$ cat config.mk
export PLATFORM = sky130hd
export DESIGN_NAME = modinv_ram
export DESIGN_NICKNAME = d
export VERILOG_FILES = /design/src/modinv_ram.sv
export SDC_FILE = /design/constraint.sdc
export NUM_CORES = 1
export LEC_CHECK = 0
export BUFFER_PORTS_ARGS = -buffer_cell sky130_fd_sc_hd__buf_4
export CORE_UTILIZATION = 40
export DETAILED_ROUTE_END_ITERATION = 8
export PLACE_DENSITY = 0.63
export SLEW_MARGIN = 40
export SYNTH_ARGS = -nofsm -noshare
export SYNTH_HDL_FRONTEND = slang
export SYNTH_SLANG_ARGS = --single-unit
$ cat constraint.sdc
create_clock -name clk -period 4 [get_ports clk]
set_input_delay 0.6 -clock clk [delete_from_list [all_inputs] [get_ports clk]]
set_output_delay 0.6 -clock clk [all_outputs]
set_load 0.02 [all_outputs]
$ cat src/modinv_ram.sv
// modinv_ram: generic single write port ram with registered read
// no dependencies
module modinv_ram #(
  parameter int WIDTH = 8,
  parameter int DEPTH = 16
) (
  input  logic                     clk,
  input  logic                     we,
  input  logic [$clog2(DEPTH)-1:0] waddr,
  input  logic [WIDTH-1:0]         wdata,
  input  logic [$clog2(DEPTH)-1:0] raddr,
  output logic [WIDTH-1:0]         rdata
);

  logic [WIDTH-1:0] mem [DEPTH];

  always_ff @(posedge clk) begin
    if (we) begin
      mem[waddr] <= wdata;
    end
    rdata <= mem[raddr];
  end

endmodule

# Word-level counts from Yosys, hierarchy flattened
# Memory sizes are Yosys's and may differ from the RTL's. A register that Yosys moved wholly into a read port is not among the register bits.
# Index checks and enable logic that the tools add are counted.
dict set report word_totals {
  regBits 0
  mem_bits_rw 128
  input_bits 18
  out_inout_bits 8
  wordCells 3
  n_memories 1
}
dict set report classes {
  mux 2
}
# memory words word_bits read_ports rd_clocked_by_memory_dff write_ports line
set mem_list {}
lappend mem_list {mem 16 8 1 1 1 15} ;# logic [WIDTH-1:0] mem [DEPTH];
# cell count
set op_table {}
lappend op_table {{$mux 1} 2}

# Logic depth before layout (Yosys ltp)
dict set report depth {
  ltp_word 2
  depth_mapped 5
  depth_no_buf 3
}

# Worst setup path before layout
# Ideal clock, no wire load.
dict set report synth_path {
  path_kind {input -> register}
  startpoint {input waddr[2]}
  endpoint {memory mem[0][0] (enable)}
  setup_ns 0.383
  arrival_time_ns 1.710
  t_required_ns 3.617
  path_slack_ns 1.907
  cell_stages 2
  n_path_buf 0
  path_cell_list {or3b_2 -> nor3_1}
}
# element line
set synth_rtl {}
lappend synth_rtl {{from (decl)} 9} ;# input logic [$clog2(DEPTH)-1:0] waddr,
lappend synth_rtl {{to (decl)} 15}
# Straight into the memory's write port.

==> results.cfg <==
[power]
total_power_mw = 3.27
combPwrFrac_pct = 4.9
p_clk_share_pct = 46.1
p_sw_share_pct = 21.0
ir_drop_v = 0.000301
p_switching_mw = 0.685
p_seq_share_pct = 49.0
cellLeakagePower_nw = 1.99
powerDensity_mw_per_mm2 = 535
internal_power_mw = 2.58

[global_routing]
gr-total-overflow = 0
antenna_found_initial = 0
track_usage_pct = 16.1
grt_pass1_wl_um = 14400
grt_pass1_vias = 2435
grt_start_max_net_pins = 33

[logic_synthesis]
syn_inst = 229
ys_warn_count = 0
synth_edf_count = 128
synth_top_area_share_pct = 74.7
synth-async-reset-ratio_pct = 0
yosys.area.top_type = edfxtp_1
synth.distinct_cells = 19
seq_area_frac_synth_pct = 77.8
avgSynthCellArea_um2 = 22.5
synth_commonest_cells = 128 x edfxtp_1, 18 x mux4_2, 16 x a22oi_1
yosysMostFrequentCell = edfxtp_1
netlist_area_mm2 = 0.00515
synth.area.top_cells = edfxtp_1 75%, mux4_2 7.9%, mux4_1 7.1%
synth_seq_cells = 136
syn_nets = 247
synthFlopType = edfxtp_1

[sta]
hold_viol_final = 0
period_share_pct = 46.7
fmax_ghz = 0.536
timing.final.crit_period_ns = 1.87
max_slew.worst_pin.slew_ns = 0.792
slew_headroom_pct = 47.0
final-max-slew-violation-count = 0
whs_ns = 0.495
setup_tns_ns = 0
rsz0062_at_grt = false
finalSetupViolCount = 0
finClkSkew_ns = 0.00692

[setup_path]
end_kind = flip-flop
setup.worst_path.start_class = input port
cpPeakStageDelay_ns = 0.57
critPathSlowestCell = mux4_2
critical_path.cell_chain = buf_4, mux4_2, a22oi_1, nand2_1
crit_fanout = 32
required_ns = 4.28
worstSetupPathType = input port to flip-flop
r2r_slack_ns = 2.57
cp_data_arrival_time_ns = 2.15

[placed_design]
io_buffer_count = 25
dp.final_hpwl_um = 5730
dpl.cell_count = 418
place_congestion = 0.721

[drt]
drtPass1Iterations = 4
final_antenna_net_count = 0
vias = 2314
routed_wl_um = 9400
viasPerCell = 5.14
drt_iter0_drc = 154
drcViolationCount = 0
routedWlPerCell_um = 20.9

[final_layout]
syn_to_final_growth_pct = 18.6
utilization_pct = 48.6
num_antenna_cells = 0
stdcell_count = 450
fin_nets = 283
layout-drive-gt1-share_pct = 32.4

[clocking]
clk_pin_slew_ns = 0.06
cts_max_level = 4
clockRootBuffer = clkbuf_16
cts_tree = built
cts_resized = 0
cts_made_buffers = 17
max-clock-path-buffers = 2
cts.sinks = 136
ctsHoldBuffers = 0
post_cts.repair.setup_buffers = 0
clk_latency_ns = 0.41

[floorplanning]
die_h_um = 115
placementRows = 41
io_pins = 26
core_area_mm2 = 0.0126
dieArea_mm2 = 0.0133
die_w_um = 115
start_util_pct = 41.0

[hold_path]
hp-class = input port to flip-flop

[job]
cap_violations = 0

[outcome]
status = completed
-- state kept, by name (all words and copies together) (netlist names) --
signal / flops
rdata: 8
mem: 128
-- metal layers --
metal | wire [µm] | vias to the layer above | GRT usage [%]
met5 | 0 | - | 0
met4 | 119 | 0 | 8.40
met3 | 372 | 12 | 4.08
met2 | 4450 | 56 | 23.8
met1 | 4450 | 1197 | 22.1
li1 | - | 1049 | -
-- kinds of logic (layout without fill, tap and decap cells) --
| family | after synthesis | after routing | synth area share [%] |
|---|---|---|---|
| compound gates | 16 | 16 | 2.33 |
| simple gates | 35 | 35 | 3.18 |
| mux | 32 | 32 | 15.0 |
| flops | 136 | 136 | 77.8 |
| buf+inv | 10 | 59 | 1.68 |
-- cells in the final DEF, fill, tap and decap left out --
master and n:
and2b_1 1, edfxtp_1 128, nand2_1 9, bufinv_16 2
clkinvlp_4 6, a22oi_1 16, clkinv_2 1, nor2b_2 1
nand2b_1 2, mux4_1 14, nand3_1 1, nand3b_1 2
clkbuf_16 17, nor3_4 1, nor3_1 2, dfxtp_1 8
clkbuf_1 2, and2_1 1, nor2_1 2, nor2_2 11
mux4_2 18, or3b_2 1, buf_4 27, inv_6 4
nor3_2 1
-- power groups by stage --
stage,combinational [mW],clock (mW),sequential [mW]
2_1_floorplan,0.0809,0,1.64
3_3_place_gp,0.157,0,1.63
3_5_place_dp,0.162,0,1.63
4_1_cts,0.163,1.53,1.60
5_1_grt,0.173,1.60,1.60
6_report,0.162,1.51,1.60
-- layout make-up --
cell class                      count  area [µm²]
Fill cell                        1016        6460
Sequential cell                   136        4000
Multi-Input combinational cell     83        1100
Clock buffer                       19         433
Tap cell                          172         215
Timing Repair Buffer               27         203
Clock inverter                     13         145
-- through the flow --
step	worst slack [ns]	instance area [µm²]
after floorplan	1.91	5150
after global placement	1.63	5480
after detailed placement	1.70	5500
after CTS	2.12	6080
after global routing	2.05	6100
final	2.13	6100
-- worst max-delay path: cells and delay by family --
family	cells	cell delay [ns]
AO/OA/AOI/OAI	1	0.36
buffers and inverters	1	0.49
AND/OR/NAND/NOR	1	0.12
multiplexers	1	0.57
-- path summary, 6_finish.rpt --
| path | from | end | cells past startpoint |
|---|---|---|---|
| setup / recovery | raddr[0] | rdata[7]$_DFF_P_ | 4 |
| setup reg to reg | mem[0][7]$_DFFE_PP_ | rdata[7]$_DFF_P_ | 3 |
| hold reg to reg | mem[14][1]$_DFFE_PP_ | rdata[1]$_DFF_P_ | 3 |
| hold / removal | wdata[4] | mem[7][4]$_DFFE_PP_ | 1 |
Power figures use the tool's default switching activity.
